==> config.mk <==
export PLATFORM = sky130hd
export DESIGN_NAME = imu_heading_frame_parser
export DESIGN_NICKNAME = d
export VERILOG_FILES = /design/src/ihfp_pkg.sv /design/src/ihfp_sum_tree.sv /design/src/ihfp_window.sv /design/src/imu_heading_frame_parser.sv
export SDC_FILE = /design/constraint.sdc
export NUM_CORES = 1
export LEC_CHECK = 0
export ABC_AREA = 1
export CAP_MARGIN = 20
export CORE_UTILIZATION = 55
export DETAILED_ROUTE_END_ITERATION = 8
export DONT_BUFFER_PORTS = 1
export PLACE_DENSITY = 0.78
export SLEW_MARGIN = 0
export SYNTH_ARGS = -nofsm -noshare
export SYNTH_HDL_FRONTEND = slang
export SYNTH_SLANG_ARGS = --single-unit
==> constraint.sdc <==
create_clock -name aclk -period 17.85 [get_ports aclk]
set_input_delay 2.6775 -clock aclk [delete_from_list [all_inputs] [get_ports aclk]]
set_output_delay 2.6775 -clock aclk [all_outputs]
set_load 0.01 [all_outputs]
==> src/ihfp_pkg.sv <==
// Shared constants and types for the IMU heading frame parser.
package ihfp_pkg;

    // Default frame geometry
    localparam int FRAME_LEN_DEF = 19;
    localparam int SUM_START_DEF = 2;
    localparam int SUM_END_DEF   = 18;

    // Frame constants
    localparam logic [7:0]         HDR_BYTE      = 8'hAA;
    localparam logic signed [15:0] YAW_MIN       = -16'sd18000;
    localparam logic signed [15:0] YAW_MAX       = 16'sd18000;
    localparam logic [31:0]        TIMEOUT_RESET = 32'd100;

    // Item kinds carried in s_tuser
    localparam logic FUNC_BYTE  = 1'b0;
    localparam logic FUNC_CHECK = 1'b1;

    // Beat widths
    localparam int S_TDATA_W = 40;
    localparam int M_TDATA_W = 56;

    // Frame decision from the window to the top level
    typedef struct packed {
        logic        frame_ok;
        logic [15:0] yaw;
        logic [15:0] pitch;
        logic [15:0] roll;
    } ihfp_frame_t;

endpackage

==> src/ihfp_sum_tree.sv <==
// Balanced adder tree giving the 8-bit wrapping sum of its byte lanes.
module ihfp_sum_tree #(
    parameter int N_LANES = 32
) (
    input  logic [7:0] lanes [N_LANES],
    output logic [7:0] sum
);

    localparam int LEVELS = $clog2(N_LANES);
    localparam int HALF   = N_LANES / 2;

    logic [7:0] node [LEVELS+1][N_LANES];

    // Add pairs level by level, the top half of each level stays zero
    always_comb begin
        for (int i = 0; i < N_LANES; i++) begin
            node[0][i] = lanes[i];
        end
        for (int l = 0; l < LEVELS; l++) begin
            for (int i = 0; i < HALF; i++) begin
                node[l+1][i]      = node[l][2*i] + node[l][2*i+1];
                node[l+1][i+HALF] = '0;
            end
        end
    end

    assign sum = node[LEVELS][0];

endmodule

==> src/ihfp_window.sv <==
// Byte window shift line, fill count and frame decision.
module ihfp_window #(
    parameter int FRAME_LEN = ihfp_pkg::FRAME_LEN_DEF,
    parameter int SUM_START = ihfp_pkg::SUM_START_DEF,
    parameter int SUM_END   = ihfp_pkg::SUM_END_DEF
) (
    input  logic                 aclk,
    input  logic                 aresetn,
    input  logic                 shift_en,
    input  logic [7:0]           rx_byte,
    output ihfp_pkg::ihfp_frame_t frame
);

    localparam int CNT_W    = $clog2(FRAME_LEN + 1);
    localparam int SPAN_END = (SUM_END < FRAME_LEN) ? SUM_END : FRAME_LEN;
    localparam int TREE_N   = 1 << $clog2(FRAME_LEN);

    logic [7:0]       win_reg [FRAME_LEN];
    logic [7:0]       win_new [FRAME_LEN];
    logic [CNT_W-1:0] count_reg;
    logic [CNT_W-1:0] count_next;
    logic [7:0]       lanes   [TREE_N];
    logic [7:0]       sum;
    logic             full_after;
    logic             hdr_ok;
    logic             yaw_ok;
    logic [15:0]      yaw;

    // Window as it stands once this byte has entered
    always_comb begin
        for (int i = 0; i < FRAME_LEN - 1; i++) begin
            win_new[i] = win_reg[i+1];
        end
        win_new[FRAME_LEN-1] = rx_byte;
    end

    // Feed the checksum span to the tree, zero elsewhere
    for (genvar g = 0; g < TREE_N; g++) begin : g_lane
        if (g >= SUM_START && g < SPAN_END) begin : g_used
            assign lanes[g] = win_new[g];
        end else begin : g_zero
            assign lanes[g] = '0;
        end
    end

    ihfp_sum_tree #(
        .N_LANES (TREE_N)
    ) u_sum_tree (
        .lanes (lanes),
        .sum   (sum)
    );

    // Frame decision on the updated window
    assign full_after = (count_reg >= CNT_W'(FRAME_LEN - 1));
    assign hdr_ok     = (win_new[0] == ihfp_pkg::HDR_BYTE) &&
                        (win_new[1] == ihfp_pkg::HDR_BYTE);
    assign yaw        = {win_new[4], win_new[3]};
    assign yaw_ok     = ($signed(yaw) >= ihfp_pkg::YAW_MIN) &&
                        ($signed(yaw) <= ihfp_pkg::YAW_MAX);

    assign frame.frame_ok = full_after && hdr_ok && yaw_ok &&
                            (sum == win_new[FRAME_LEN-1]);
    assign frame.yaw      = yaw;
    assign frame.pitch    = {win_new[6], win_new[5]};
    assign frame.roll     = {win_new[8], win_new[7]};

    // Saturate the fill count, empty it on an accepted frame
    always_comb begin
        if (frame.frame_ok) begin
            count_next = '0;
        end else if (full_after) begin
            count_next = CNT_W'(FRAME_LEN);
        end else begin
            count_next = count_reg + 1'b1;
        end
    end

    always_ff @(posedge aclk) begin
        if (!aresetn) begin
            count_reg <= '0;
        end else if (shift_en) begin
            count_reg <= count_next;
        end
    end

    // Shift the window, no reset on the payload
    always_ff @(posedge aclk) begin
        if (shift_en) begin
            for (int i = 0; i < FRAME_LEN; i++) begin
                win_reg[i] <= win_new[i];
            end
        end
    end

endmodule

==> src/imu_heading_frame_parser.sv <==
// Top level of the IMU heading frame parser: handshake, staleness and result register.
//
// Input beats (s_) carry either a received UART byte with its millisecond
// timestamp (s_tuser = 0) or a staleness check (s_tuser = 1). Every input
// beat gives exactly one result beat on the m_ side, in order.
// Byte beats slide a window of FRAME_LEN bytes; when the updated window has
// two 0xAA header bytes, a matching 8-bit checksum and a yaw within +/-18000,
// m_tuser is 1 and m_tdata holds yaw, pitch and roll in hundredths of a
// degree. The frame time is recorded and the window is emptied.
// Check beats answer timed_out when no frame has arrived within timeout_limit ms
// (the user writes it via cfg_wr_en/cfg_wr_data only while idle; the block does
// not enforce this); a timeout clears the link-valid flag until the next good frame.
// Timing: an accepted beat is held in the input register and moves into the result
// register once that register is free. Throughput is one beat per cycle while
// m_tready is high, set by the single pass from input register through the
// window update and checksum adder tree into the result register.
// Reset (aresetn low, synchronous) empties the window, clears the valid flag
// and time, and sets timeout_limit to 100. While m_tready is low the result
// holds, one more beat is taken into the input register, then s_tready drops.
module imu_heading_frame_parser #(
    parameter int FRAME_LEN = ihfp_pkg::FRAME_LEN_DEF,
    parameter int SUM_START = ihfp_pkg::SUM_START_DEF,
    parameter int SUM_END   = ihfp_pkg::SUM_END_DEF
) (
    input  logic                           aclk,
    input  logic                           aresetn,
    // Configuration: timeout_limit
    input  logic                           cfg_wr_en,
    input  logic [31:0]                    cfg_wr_data,
    // Input channel
    input  logic                           s_tvalid,
    output logic                           s_tready,
    input  logic [ihfp_pkg::S_TDATA_W-1:0] s_tdata,  // rx_byte[7:0], now_time[39:8]
    input  logic                           s_tuser,  // func
    // Result channel
    output logic                           m_tvalid,
    input  logic                           m_tready,
    output logic [ihfp_pkg::M_TDATA_W-1:0] m_tdata,  // yaw[15:0], pitch[31:16],
                                                     // roll[47:32], timed_out[48],
                                                     // zero [55:49]
    output logic                           m_tuser   // frame_valid
);

    logic        in_valid_reg;
    logic        in_func_reg;
    logic [7:0]  in_byte_reg;
    logic [31:0] in_time_reg;

    logic        out_valid_reg;
    logic        out_frame_reg;
    logic [15:0] out_yaw_reg;
    logic [15:0] out_pitch_reg;
    logic [15:0] out_roll_reg;
    logic        out_tmo_reg;

    logic [31:0] limit_reg;
    logic [31:0] last_time_reg;
    logic [31:0] last_time_next;
    logic        have_valid_reg;
    logic        have_valid_next;

    logic        advance;
    logic        is_byte;
    logic        frame_hit;
    logic        timed_out;
    logic [31:0] elapsed;
    ihfp_pkg::ihfp_frame_t frame;

    // Move the held beat on when the result register is free
    assign advance  = in_valid_reg && (!out_valid_reg || m_tready);
    assign s_tready = !in_valid_reg || advance;
    assign is_byte  = (in_func_reg == ihfp_pkg::FUNC_BYTE);

    ihfp_window #(
        .FRAME_LEN (FRAME_LEN),
        .SUM_START (SUM_START),
        .SUM_END   (SUM_END)
    ) u_window (
        .aclk     (aclk),
        .aresetn  (aresetn),
        .shift_en (advance && is_byte),
        .rx_byte  (in_byte_reg),
        .frame    (frame)
    );

    assign frame_hit = is_byte && frame.frame_ok;

    // Staleness answer and link-valid update
    assign elapsed   = in_time_reg - last_time_reg;
    assign timed_out = !have_valid_reg || (elapsed >= limit_reg);

    always_comb begin
        have_valid_next = have_valid_reg;
        last_time_next  = last_time_reg;
        if (frame_hit) begin
            have_valid_next = 1'b1;
            last_time_next  = in_time_reg;
        end else if (!is_byte && timed_out) begin
            have_valid_next = 1'b0;
        end
    end

    // Input register
    always_ff @(posedge aclk) begin
        if (!aresetn) begin
            in_valid_reg <= 1'b0;
        end else if (s_tready) begin
            in_valid_reg <= s_tvalid;
        end
    end

    always_ff @(posedge aclk) begin
        if (s_tvalid && s_tready) begin
            in_func_reg <= s_tuser;
            in_byte_reg <= s_tdata[7:0];
            in_time_reg <= s_tdata[39:8];
        end
    end

    // Control state: limit, frame time, link-valid flag, result valid
    always_ff @(posedge aclk) begin
        if (!aresetn) begin
            limit_reg      <= ihfp_pkg::TIMEOUT_RESET;
            last_time_reg  <= '0;
            have_valid_reg <= 1'b0;
            out_valid_reg  <= 1'b0;
        end else begin
            if (cfg_wr_en) begin
                limit_reg <= cfg_wr_data;
            end
            if (advance) begin
                last_time_reg  <= last_time_next;
                have_valid_reg <= have_valid_next;
                out_valid_reg  <= 1'b1;
            end else if (m_tready) begin
                out_valid_reg  <= 1'b0;
            end
        end
    end

    // Result register, angles zero unless a frame was accepted
    always_ff @(posedge aclk) begin
        if (advance) begin
            out_frame_reg <= frame_hit;
            out_yaw_reg   <= frame_hit ? frame.yaw   : 16'd0;
            out_pitch_reg <= frame_hit ? frame.pitch : 16'd0;
            out_roll_reg  <= frame_hit ? frame.roll  : 16'd0;
            out_tmo_reg   <= !is_byte && timed_out;
        end
    end

    assign m_tvalid = out_valid_reg;
    assign m_tuser  = out_frame_reg;
    assign m_tdata  = {7'd0, out_tmo_reg, out_roll_reg, out_pitch_reg, out_yaw_reg};

    // An accepted frame never carries a yaw outside the allowed range
    a_yaw_range: assert property (@(posedge aclk) disable iff (!aresetn)
        (m_tvalid && m_tuser) |->
            ($signed(m_tdata[15:0]) >= ihfp_pkg::YAW_MIN &&
             $signed(m_tdata[15:0]) <= ihfp_pkg::YAW_MAX))
        else $error("accepted frame with yaw out of range");

    // A result is either a frame or a timeout, never both
    a_excl: assert property (@(posedge aclk) disable iff (!aresetn)
        m_tvalid |-> !(m_tuser && m_tdata[48]))
        else $error("frame_valid and timed_out both set");

    // A frame that moves on marks the link valid
    a_link: assert property (@(posedge aclk) disable iff (!aresetn)
        (advance && frame_hit) |=> have_valid_reg)
        else $error("link not marked valid after a frame");

    // Backpressure only while a beat is held
    a_ready: assert property (@(posedge aclk) disable iff (!aresetn)
        !s_tready |-> (in_valid_reg && out_valid_reg && !m_tready))
        else $error("input stalled without a held beat");

endmodule

# Yosys cells after proc, flatten, opt, wreduce, memory -nomap -nowiden
# Memories as Yosys holds them, arrays and structs flattened.
# Index checks and enable logic that the tools add are counted.
# op_classes
eq_ne,3
reduce_logical,20
addsub,17
bitwise,1
muxes,8
order_cmp,4
# ops
op,count
$add 8x8->8,15
$ge 32x32->1,1
$sub 32x32->32,1
$eq 8x8->1 const B,2
$ge 16x16->1 const B,1
$le 16x16->1 const B,1
$logic_and 1x1->1,10
$mux 5,2
$eq 8x8->1,1
$mux 1,6
$add 5x1->5 const B,1
$ge 5x5->1 const B,1
$reduce_and 2->1,2
$reduce_bool 2->1,2
$logic_not 1->1,3
$logic_or 1x1->1,3
$not 1->1,1
# word_totals
out_inout_bits,59
ff_bits,163
ramBits,152
memories,1
elab_cells,68
in_bits,78
# memory_table
memory,words,word_bits,rd,rd_ports_with_merged_regs,write_ports,line,rtl
u_window.win_reg,19,8,18,0,19,ihfp_window.sv:18,logic [7:0] win_reg [FRAME_LEN];

# Longest topological paths before layout
# Gate-level depths: netlist of the first run.
# An unclocked memory read counts as a cell.
# logic_depth
depth_word,11
mapped_depth,28
depth_no_buf,27

# Modules after synthesis
# From an unflattened synthesis of the first run, not the netlist that was laid out.
# hier_totals
cells_unflattened,2003
area_unflattened_um2,19700.1
# by_module_without_submodules
module,instances,area_each_um2,cells_each,seq_area_each_um2
imu_heading_frame_parser,1,8130.3,920,4073.9
ihfp_sum_tree,1,6172.2,747,0.0
ihfp_window,1,5397.7,336,4424.2

# Worst setup path before layout of the first run
# No wires, ideal clock.
# synth_timing
kind,in2reg
from,in m_tready
to,reg u_window.count_reg[4]
path_slack_ps,10033
setup_time_ps,132
arrival_ps,7686
stages,7
n_path_buf,1
t_required_ps,17718
path_cell_list,inv_1 nand2_1 nand2_1 nor2_1 clkbuf_1 o21ai_0 a21oi_1
# synth_via
elab_chain_cells,3
# synth_lines
item,line,rtl
start: declaration,imu_heading_frame_parser.sv:37,"input logic m_tready,"
$logic_or 1x1->1,imu_heading_frame_parser.sv:70,assign advance = in_valid_reg && (!out_valid_reg || m_tready);
$logic_and 1x1->1,imu_heading_frame_parser.sv:70,
$logic_and 1x1->1,imu_heading_frame_parser.sv:81,".shift_en (advance && is_byte),"
net u_window.shift_en,ihfp_window.sv:9,"input logic shift_en,"
end signal: assignment,ihfp_window.sv:82,count_reg <= count_next;
end: declaration,ihfp_window.sv:20,logic [CNT_W-1:0] count_reg;
# The timed path passes the listed nets, and every way through them passes these cells.
# A chain may end at the register's enable or synchronous reset.

==> results of run 1 <==
[worst max path at each step]
| stage | slack, ns | end | cells after the start |
|---|---|---|---|
| floorplan | 10.03 | u_window.count_reg[4] | 7 |
| global placement | 11.40 | out_yaw_reg[15] | 23 |
| detailed placement | 11.23 | last_time_reg[19] | 27 |
| CTS | 11.13 | last_time_reg[19] | 26 |
| global route | 10.71 | last_time_reg[3] | 26 |
| finish | 11.06 | last_time_reg[3] | 26 |
[report_power, final]
| part | switching (mW) | total, mW | internal [mW] |
|---|---|---|---|
| clock | 0.286 | 0.692 | 0.406 |
| sequential | 0.0199 | 0.815 | 0.795 |
| combinational | 0.476 | 0.752 | 0.276 |
| total | 0.782 | 2.26 | 1.48 |
[metal layers]
layer  global-route usage, %  up-vias  share of wire, %
li1                        -     5202                 -
met1                    30.7     5105                43
met2                    38.5      305                49
met3                    3.33       64               4.8
met4                    6.52        0               2.7
met5                       0        -                 0
[Yosys cell counts (12+ instances only)]
cell type / n / area (µm²)
inv_1: 374 / 1400
nand4_1: 46 / 288
dfxtp_1: 72 / 1440
a21oi_1: 95 / 475
clkbuf_1: 13 / 48.8
nor3_1: 14 / 70.1
nor2_2: 12 / 75.1
xor2_1: 31 / 272
nand3_1: 43 / 215
ha_1: 78 / 976
nand2_1: 248 / 931
nor2_1: 121 / 454
fa_1: 88 / 1760
o21ai_0: 60 / 300
xnor2_1: 18 / 158
edfxtp_1: 235 / 7060
[kinds of logic after synthesis]
family                     synth area share (%)
AOI/OAI and AO/OA                          5.74
DFF                                        51.4
xor gates and xnor gates                   2.59
buffers and inverters                      10.1
adders and majority gates                  16.5
and+or+nand+nor                            13.7
other                                    0.0227
[critical path, cell delays in order, from the launching register on]
cell	delay, ns
edfxtp_1	0.45
fa_1	0.56
inv_1	0.06
fa_1	0.54
inv_1	0.06
fa_1	0.51
inv_1	0.06
fa_1	0.48
fa_1	0.55
inv_1	0.07
fa_1	0.54
ha_1	0.20
inv_1	0.07
fa_1	0.45
xnor2_1	0.14
nor2_1	0.15
nand2_1	0.07
nor2_1	0.11
nand3_1	0.07
nor2_1	0.13
nand3_1	0.10
nor2_2	0.09
buf_4	0.39
nand3_4	0.45
nand2_1	0.21
inv_1	0.06
nor2_1	0.12
[final cells by class]
type | instances | area (µm²)
diodes | 1 | 2.50
clock inverters | 17 | 223
inverters | 379 | 1420
flip-flops and latches | 307 | 8500
multi-input cells | 909 | 6410
clock buffers | 41 | 875
well taps | 390 | 488
repair buffers | 8 | 105
fillers | 2383 | 11600
==> results.sh, run 1 <==
export IMPL_maxCapViolCount=0
export IMPL_post_cts_setup_buffers=0
export IMPL_irDropWorstVdd_mv=0.148
export IMPL_synth_ff_type="edfxtp_1"
export IMPL_fin_crit_ns=6.79
export IMPL_drt_wl_total_um=33900
export IMPL_cts_root_buffer="clkbuf_16"
export IMPL_grt_max_degree=93
export IMPL_yosysWarnings=0
export IMPL_finalHoldViolations=0
export IMPL_syn_avg_cell_area_um2=10.2
export IMPL_core_area_um2=29600
export IMPL_firstDrtPassIters=5
export IMPL_via_count=10700
export IMPL_drt_iter0_markers=785
export IMPL_grt_first_pass_wirelength_um=55000
export IMPL_die_h_um=175
export IMPL_rsz0062_at_grt="no"
export IMPL_dp_hpwl_um=24600
export IMPL_r2r_cells=26
export IMPL_layout_commonest_cell="inv_1"
export IMPL_portBuffers=0
export IMPL_gp_congestion=0.893
export IMPL_place_area_um2=16900
export IMPL_drive_gt1_share_pct=5.72
export IMPL_cp_data_arrival_time_ns=7.29
export IMPL_finalWorstSetupSlack_ns=11.06
export IMPL_final_period_utilization_pct=38.1
export IMPL_final_util_pct=60.8
export IMPL_antenna_found_initial=1
export IMPL_cts_resized=0
export IMPL_required_ns=18.35
export IMPL_min_path_type="flip-flop to flip-flop"
export IMPL_path_class="flip-flop to flip-flop"
export IMPL_tightest_slew_ns=0.952
export IMPL_min_from="u_window.win_reg[3][6]"
export IMPL_relSlewSlack_pct=36.5
export IMPL_reg2reg_slack_ns=11.06
export IMPL_holdPathStages=0
export IMPL_cts_buffer_depth=3
export IMPL_drc=0
export IMPL_fin_nets=1880
export IMPL_worst_setup_path_end_kind="flip-flop"
export IMPL_skew_ns=0.0382
export IMPL_grt_overflow_total=0
export IMPL_largest_reg_flops=144
export IMPL_finalHoldWorstSlack_ns=0.445
export IMPL_dieWidth_um=175
export IMPL_critPathLaunchType="flip-flop"
export IMPL_path_max_fanout=34
export IMPL_rows=63
export IMPL_cts_hold_fix_buffers=0
export IMPL_reg2reg_from="u_window.win_reg[8][2]"
export IMPL_p_per_area_nw_per_um2=125
export IMPL_syn_cell_area_um2=16500
export IMPL_whs_endpoint="u_window.win_reg[2][6]"
export IMPL_dp_slack_ns=11.23
export IMPL_grt_pass1_vias=10700
export IMPL_synth_yosys_seq_area_share_pct=51.4
export IMPL_async_flop_share_pct=0
export IMPL_final_area_um2=18000
export IMPL_grtUsageTotal_pct=22.8
export IMPL_startpoint="u_window.win_reg[8][2]"
export IMPL_status="finished clean"
export IMPL_synth_edf_count=235
export IMPL_cts_buffers=31
export IMPL_cellLeakagePower_nw=7.77
export IMPL_ys_seq_elements=307
export IMPL_start_util_pct=55.8
export IMPL_areaGrowthSynthToFinish_pct=8.96
export IMPL_routedWlPerCell_um=16.5
export IMPL_setup_viol=0
export IMPL_htree_levels=1
export IMPL_r2r_end="last_time_reg[3]"
export IMPL_clk_latency_ns=0.60
export IMPL_fin_cells=2052
export IMPL_fin_tns_setup_ns=0
export IMPL_synth_cell_types=42
export IMPL_max_freq_ghz=0.147
export IMPL_dp_cells=1991
export IMPL_final_max_slew_viol_count=0
export IMPL_synthCells=1629
export IMPL_drtAntennaViolNets=0
export IMPL_clock_sinks=307
export IMPL_io_pin_count=137
export IMPL_die_area_um2=30800
export IMPL_final_cell_mix="inv_1 (372), nand2_1 (248), edfxtp_1 (235)"
export IMPL_power_total_mw=2.26
export IMPL_path_clk_slew_ns=0.07
export IMPL_via_per_inst=5.20
export IMPL_tritoncts="done"
(Power assumes the default switching activity.)
==> run 2: changes to the inputs <==
==> constraint.sdc (replaced) <==
create_clock -name aclk -period 6.8 [get_ports aclk]
set_input_delay 1.02 -clock aclk [delete_from_list [all_inputs] [get_ports aclk]]
set_output_delay 1.02 -clock aclk [all_outputs]
set_load 0.01 [all_outputs]
==> run 2 against run 1 <==
Against the previous run:
- worst hold slack lost 0.0020 ns
- first-iteration DRC count grew 2.8%
- global-route usage shrank 0.70 points
- register-to-register slack lost 11 ns
- sequential power grew to 2.6 times the previous value
- design area shrank 0.23%
- non-clock buffer count grew 1
- critical path type unchanged
- largest cell class unchanged
==> results.sh, run 2 (synthesis results as in run 1) <==
export IMPL_status="finished clean"
export IMPL_holdPathStages=0
export IMPL_cellLeakagePower_nw=7.75
export IMPL_largest_reg_flops=144
export IMPL_cp_cell_sequence="fa_1, inv_1, fa_1, inv_1, fa_1, inv_1, fa_1, fa_1, inv_1, fa_1, ha_1, inv_1, fa_1, xnor2_1, xnor2_1, nand3_1, nor3_1, nand3b_1, nor2_1, nand3_2, nor2_4, inv_2, buf_6, nor2_1"
export IMPL_gp_congestion=0.900
export IMPL_grt_pass1_vias=10800
export IMPL_final_max_slew_viol_count=0
export IMPL_max_stage_delay_ns=0.56
export IMPL_path_clk_slew_ns=0.07
export IMPL_dp_hpwl_um=24200
export IMPL_diodes=0
export IMPL_antenna_found_initial=0
export IMPL_grt_util_met2_pct=37.4
export IMPL_grt_max_degree=74
export IMPL_cp_slowest_cell="fa_1"
export IMPL_via_per_inst=5.22
export IMPL_final_cell_mix="inv_1 (372), nand2_1 (248), edfxtp_1 (235)"
export IMPL_core_area_um2=29600
export IMPL_cts_buffer_depth=3
export IMPL_htree_levels=1
export IMPL_place_area_um2=16900
export IMPL_worst_setup_path_end_kind="flip-flop"
export IMPL_start_util_pct=55.8
export IMPL_final_area_um2=18000
export IMPL_die_h_um=175
export IMPL_tritoncts="done"
export IMPL_irDropWorstVdd_mv=0.393
export IMPL_critPathLaunchType="flip-flop"
export IMPL_finalHoldWorstSlack_ns=0.443
export IMPL_io_pin_count=137
export IMPL_grt_use_met3_pct=3.31
export IMPL_top_usage_layer="met2"
export IMPL_max_freq_ghz=0.156
export IMPL_firstDrtPassIters=5
export IMPL_r2r_cells=24
export IMPL_drt_wl_total_um=33100
export IMPL_rows=63
export IMPL_die_area_um2=30800
export IMPL_setup_viol=0
export IMPL_skew_ns=0.0275
export IMPL_areaGrowthSynthToFinish_pct=8.71
export IMPL_p_per_area_nw_per_um2=331
export IMPL_dp_cells=1993
export IMPL_final_period_utilization_pct=94.2
export IMPL_path_depth=24
export IMPL_cts_root_buffer="clkbuf_16"
export IMPL_finalWorstSetupSlack_ns=0.397
export IMPL_finalHoldViolations=0
export IMPL_cp_data_arrival_time_ns=6.79
export IMPL_required_ns=7.18
export IMPL_tightest_slew_ns=0.949
export IMPL_layout_commonest_cell="inv_1"
export IMPL_path_buf_inv=7
export IMPL_grt_overflow_total=0
export IMPL_via_count=10700
export IMPL_cp_top_family="adder cells"
export IMPL_use_met1_pct=29.8
export IMPL_dieWidth_um=175
export IMPL_fin_crit_ns=6.40
export IMPL_post_cts_setup_buffers=0
export IMPL_cts_hold_fix_buffers=0
export IMPL_min_path_type="flip-flop to flip-flop"
export IMPL_fin_tns_setup_ns=0
export IMPL_dp_slack_ns=0.351
export IMPL_rsz0062_at_grt="no"
export IMPL_portBuffers=0
export IMPL_grt_first_pass_wirelength_um=54000
export IMPL_drc=0
export IMPL_drt_iter0_markers=807
export IMPL_routedWlPerCell_um=16.1
export IMPL_drtAntennaViolNets=0
export IMPL_cts_resized=0
export IMPL_grtUsageTotal_pct=22.1
export IMPL_maxCapViolCount=0
export IMPL_relSlewSlack_pct=36.7
export IMPL_cts_buffers=31
export IMPL_clk_latency_ns=0.57
export IMPL_clock_sinks=307
export IMPL_fin_cells=2052
export IMPL_cpMostUsedCell="fa_1"
export IMPL_drive_gt1_share_pct=5.78
export IMPL_fin_nets=1881
export IMPL_path_class="flip-flop to flip-flop"
export IMPL_path_max_fanout=48
run 2: worst paths after layout:
kind | startpoint | endpoint | slack, ns
max | u_window.win_reg[8][2] | out_pitch_reg[9] | 0.40
min | u_window.win_reg[2][0] | u_window.win_reg[1][0] | 0.44
max reg2reg | u_window.win_reg[8][2] | out_pitch_reg[9] | 0.40
min reg2reg | u_window.win_reg[2][0] | u_window.win_reg[1][0] | 0.44
run 2: routing by layer:
layer	routed length (µm)	up-vias	share of wire [%]
met5	0	-	0
met4	736	0	2.2
met3	1920	55	5.8
met2	16000	317	48
met1	14400	5141	43
li1	-	5198	-
run 2: worst reg2reg max path, stage by stage, from the launching register on:
cell and delay (ns):
edfxtp_1 0.43, fa_1 0.56, inv_1 0.06, fa_1 0.54
inv_1 0.05, fa_1 0.51, inv_1 0.05, fa_1 0.46
fa_1 0.56, inv_1 0.07, fa_1 0.54, ha_1 0.22
inv_1 0.07, fa_1 0.41, xnor2_1 0.22, xnor2_1 0.16
nand3_1 0.11, nor3_1 0.20, nand3b_1 0.10, nor2_1 0.14
nand3_2 0.11, nor2_4 0.11, inv_2 0.05, buf_6 0.26
nor2_1 0.21
run 2: cell type report:
cell class | instances | area [µm²]
Multi-Input combinational cell | 909 | 6410
Clock buffer | 35 | 801
Timing Repair Buffer | 9 | 83.8
Sequential cell | 307 | 8500
Tap cell | 390 | 488
Fill cell | 2410 | 11700
Clock inverter | 23 | 279
Inverter | 379 | 1420
run 2: where the power goes:
part           switching, mW  leakage [nW]  internal [mW]
Combinational           1.28          4.46          0.750
Sequential            0.0514          2.77           2.09
Clock                  0.714         0.528           1.07
Total                   2.05          7.75           3.91
run 2: stage by stage:
step                      utilization [%]  total power [mW]
after floorplan                         -              3.75
after global placement               57.0              4.10
after detailed placement             57.0              4.19
after CTS                            60.6              6.00
after global routing                 60.7              6.33
final                                60.7              5.96
==> run 3: changes to the inputs <==
--- a/config.mk
+++ b/config.mk
@@ -5,8 +5,8 @@
 export SDC_FILE = /design/constraint.sdc
 export NUM_CORES = 1
 export LEC_CHECK = 0
-export ABC_AREA = 1
 export CAP_MARGIN = 20
+export CORE_ASPECT_RATIO = 2
 export CORE_UTILIZATION = 55
 export DETAILED_ROUTE_END_ITERATION = 8
 export DONT_BUFFER_PORTS = 1
==> run 3 against run 2 <==
Against the previous run:
- area after synthesis decreased by 5.5%
- combinational power decreased by 24%
- utilization increased by 0.55 points
- clock power decreased by 7%
- sequential power about the same
- global-route usage about the same
- first-iteration DRC count decreased by 23%
- total power decreased by 10%
- critical path depth decreased by 3
- register-to-register slack got worse by 0.31 ns
- synthesized cell count decreased by 26%
==> results.sh, run 3 <==
export IMPL_status="finished clean"
export IMPL_highest_layer="met5"
export IMPL_grt_first_pass_wirelength_um=48200
export IMPL_finalHoldViolations=0
export IMPL_min_from="u_window.win_reg[3][6]"
export IMPL_synth_top_cell_by_area="edfxtp_1"
export IMPL_irDropWorstVdd_mv=0.235
export IMPL_whs_endpoint="u_window.win_reg[2][6]"
export IMPL_syn_cell_area_um2=15600
export IMPL_synth_ff_type="edfxtp_1"
export IMPL_wl_met2_um=18900
export IMPL_via_count=8881
export IMPL_fill_cells=2112
export IMPL_async_flop_share_pct=0
export IMPL_min_path_type="flip-flop to flip-flop"
export IMPL_fin_crit_ns=6.71
export IMPL_dp_cells=1539
export IMPL_via_per_inst=5.55
export IMPL_critPathLaunchType="flip-flop"
export IMPL_firstDrtPassIters=5
export IMPL_layout_commonest_cell="edfxtp_1"
export IMPL_cts_buffers=27
export IMPL_setup_viol=0
export IMPL_worst_setup_path_end_kind="flip-flop"
export IMPL_synth_common_cells="edfxtp_1 (235), inv_1 (177), fa_1 (88), ha_1 (78), dfxtp_1 (72)"
export IMPL_cp_data_arrival_time_ns=7.14
export IMPL_ys_seq_elements=307
export IMPL_drive_gt1_share_pct=7.80
export IMPL_required_ns=7.23
export IMPL_fin_cells=1600
export IMPL_synth_edf_count=235
export IMPL_rsz0062_at_grt="yes"
export IMPL_cts_hold_fix_buffers=0
export IMPL_htree_levels=1
export IMPL_antenna_found_initial=1
export IMPL_met3_length_um=1260
export IMPL_rows=87
export IMPL_path_clk_slew_ns=0.07
export IMPL_tightest_slew_ns=1.04
export IMPL_finalHoldWorstSlack_ns=0.464
export IMPL_power_total_mw=5.35
export IMPL_diodes=0
export IMPL_grt_overflow_total=0
export IMPL_cellLeakagePower_nw=6.72
export IMPL_r2r_end="out_yaw_reg[2]"
export IMPL_clock_sinks=307
export IMPL_die_area_um2=29100
export IMPL_grt_max_degree=85
export IMPL_path_max_fanout=6
export IMPL_holdPathStages=0
export IMPL_die_h_um=240
export IMPL_syn_avg_cell_area_um2=13.0
export IMPL_relSlewSlack_pct=30.6
export IMPL_drc=0
export IMPL_maxCapViolCount=0
export IMPL_synthCells=1203
export IMPL_tritoncts="done"
export IMPL_start_util_pct=55.6
export IMPL_routedWlPerCell_um=20.2
export IMPL_p_per_area_nw_per_um2=311
export IMPL_path_class="flip-flop to flip-flop"
export IMPL_synth_yosys_seq_area_share_pct=54.4
export IMPL_synth_cell_types=65
export IMPL_reg2reg_from="u_window.win_reg[7][2]"
export IMPL_final_period_utilization_pct=98.7
export IMPL_areaGrowthSynthToFinish_pct=10.0
export IMPL_core_area_um2=28100
export IMPL_grt_pass1_vias=9330
export IMPL_final_util_pct=61.2
export IMPL_cts_buffer_depth=3
export IMPL_dp_hpwl_um=22900
export IMPL_drt_wl_total_um=32400
export IMPL_max_freq_ghz=0.149
export IMPL_final_cell_mix="edfxtp_1 (235), inv_1 (172), fa_1 (88)"
export IMPL_grtUsageTotal_pct=22.1
export IMPL_wl_met1_um=10900
export IMPL_fin_nets=1468
export IMPL_io_pin_count=137
export IMPL_reg2reg_slack_ns=0.09
export IMPL_dieWidth_um=121
export IMPL_drt_iter0_markers=618
export IMPL_drtAntennaViolNets=0
export IMPL_final_max_slew_viol_count=0
export IMPL_gp_congestion=0.850
export IMPL_synth_most_common_cell="edfxtp_1"
export IMPL_largest_reg_flops=144
export IMPL_clk_latency_ns=0.55
export IMPL_cts_root_buffer="clkbuf_16"
export IMPL_skew_ns=0.0175
export IMPL_portBuffers=0
export IMPL_yosysWarnings=0
export IMPL_r2r_cells=21
export IMPL_synth_top_area_share_pct=45.2
export IMPL_yosys_top_cells_area="edfxtp_1 (45%), fa_1 (11%), dfxtp_1 (9.2%)"
run 3: power by group:
part	total (mW)	switching [mW]	internal (mW)
clock network	1.66	0.704	0.960
logic	1.54	0.833	0.708
registers	2.14	0.0553	2.08
total	5.35	1.59	3.75
run 3: cell type report:
cell class,instances,area (µm²),share of cell area [%]
Clock buffer,33,771,4.48
Inverter,177,664,3.86
Timing Repair Buffer,20,255,1.48
Sequential cell,307,8500,49.4
Tap cell,356,445,2.59
Clock inverter,16,193,1.12
Multi-Input combinational cell,691,6370,37.0
run 3: per-layer routing:
| metal | global-route usage, % | up-vias |
|---|---|---|
| met5 | 0 | - |
| met4 | 8.83 | 2 |
| met3 | 2.68 | 71 |
| met2 | 44.9 | 243 |
| met1 | 21.7 | 4417 |
| li1 | - | 4148 |
run 3: through the flow:
step / setup TNS, ns / cell area, µm² / setup WS [ns]
2_1_floorplan: 0 / 15700 / 0.615
3_3_place_gp: 0 / 16000 / 0.434
3_5_place_dp: 0 / 16000 / 0.214
4_1_cts: 0 / 17000 / 0.129
5_1_grt: -3.73 / 17200 / -0.102
6_report: 0 / 17200 / 0.0885
run 3: what timing repair did:
action / CTS / global route
resized for setup: 0 / 26
setup endpoints to repair: 0 / 48
buffers inserted: 0 / 6
run 3: worst max-delay path: stages (launching register included):
cell,delay [ns]
edfxtp_1,0.44
fa_1,0.52
inv_1,0.05
fa_1,0.54
inv_2,0.04
fa_1,0.52
inv_2,0.05
fa_1,0.47
fa_1,0.58
inv_2,0.05
fa_1,0.55
ha_2,0.20
inv_2,0.04
fa_1,0.49
xor2_1,0.15
nand4_1,0.20
or4_4,0.54
or4_4,0.45
nor3_4,0.20
buf_6,0.18
clkbuf_16,0.17
and2_4,0.14
run 3: how the worst max path moves through the flow:
| stage | startpoint | to | slack, ns | depth (start not counted) |
|---|---|---|---|---|
| final | u_window.win_reg[7][2] | out_yaw_reg[2] | 0.09 | 21 |
| after global routing | u_window.win_reg[4][2] | out_roll_reg[10] | -0.10 | 21 |
| after CTS | u_window.win_reg[8][2] | out_pitch_reg[13] | 0.13 | 20 |
| after detailed placement | u_window.win_reg[8][2] | out_yaw_reg[5] | 0.21 | 20 |
| after global placement | u_window.win_reg[8][2] | out_roll_reg[6] | 0.43 | 20 |
| after floorplan | u_window.win_reg[8][2] | last_time_reg[10] | 0.61 | 22 |
run 3: logic make-up (layout without fill, tap and decap cells):
family          Yosys count  in the layout  synth area share, %
simple gates            242            242                 8.93
mux                      61             61                 3.91
xor+xnor                 66             66                 3.79
flops                   307            307                 54.4
compound gates          149            149                 6.05
buf+inv                 211            246                 5.39
other cells               1              7               0.0240
fa+ha+maj               166            166                 17.5
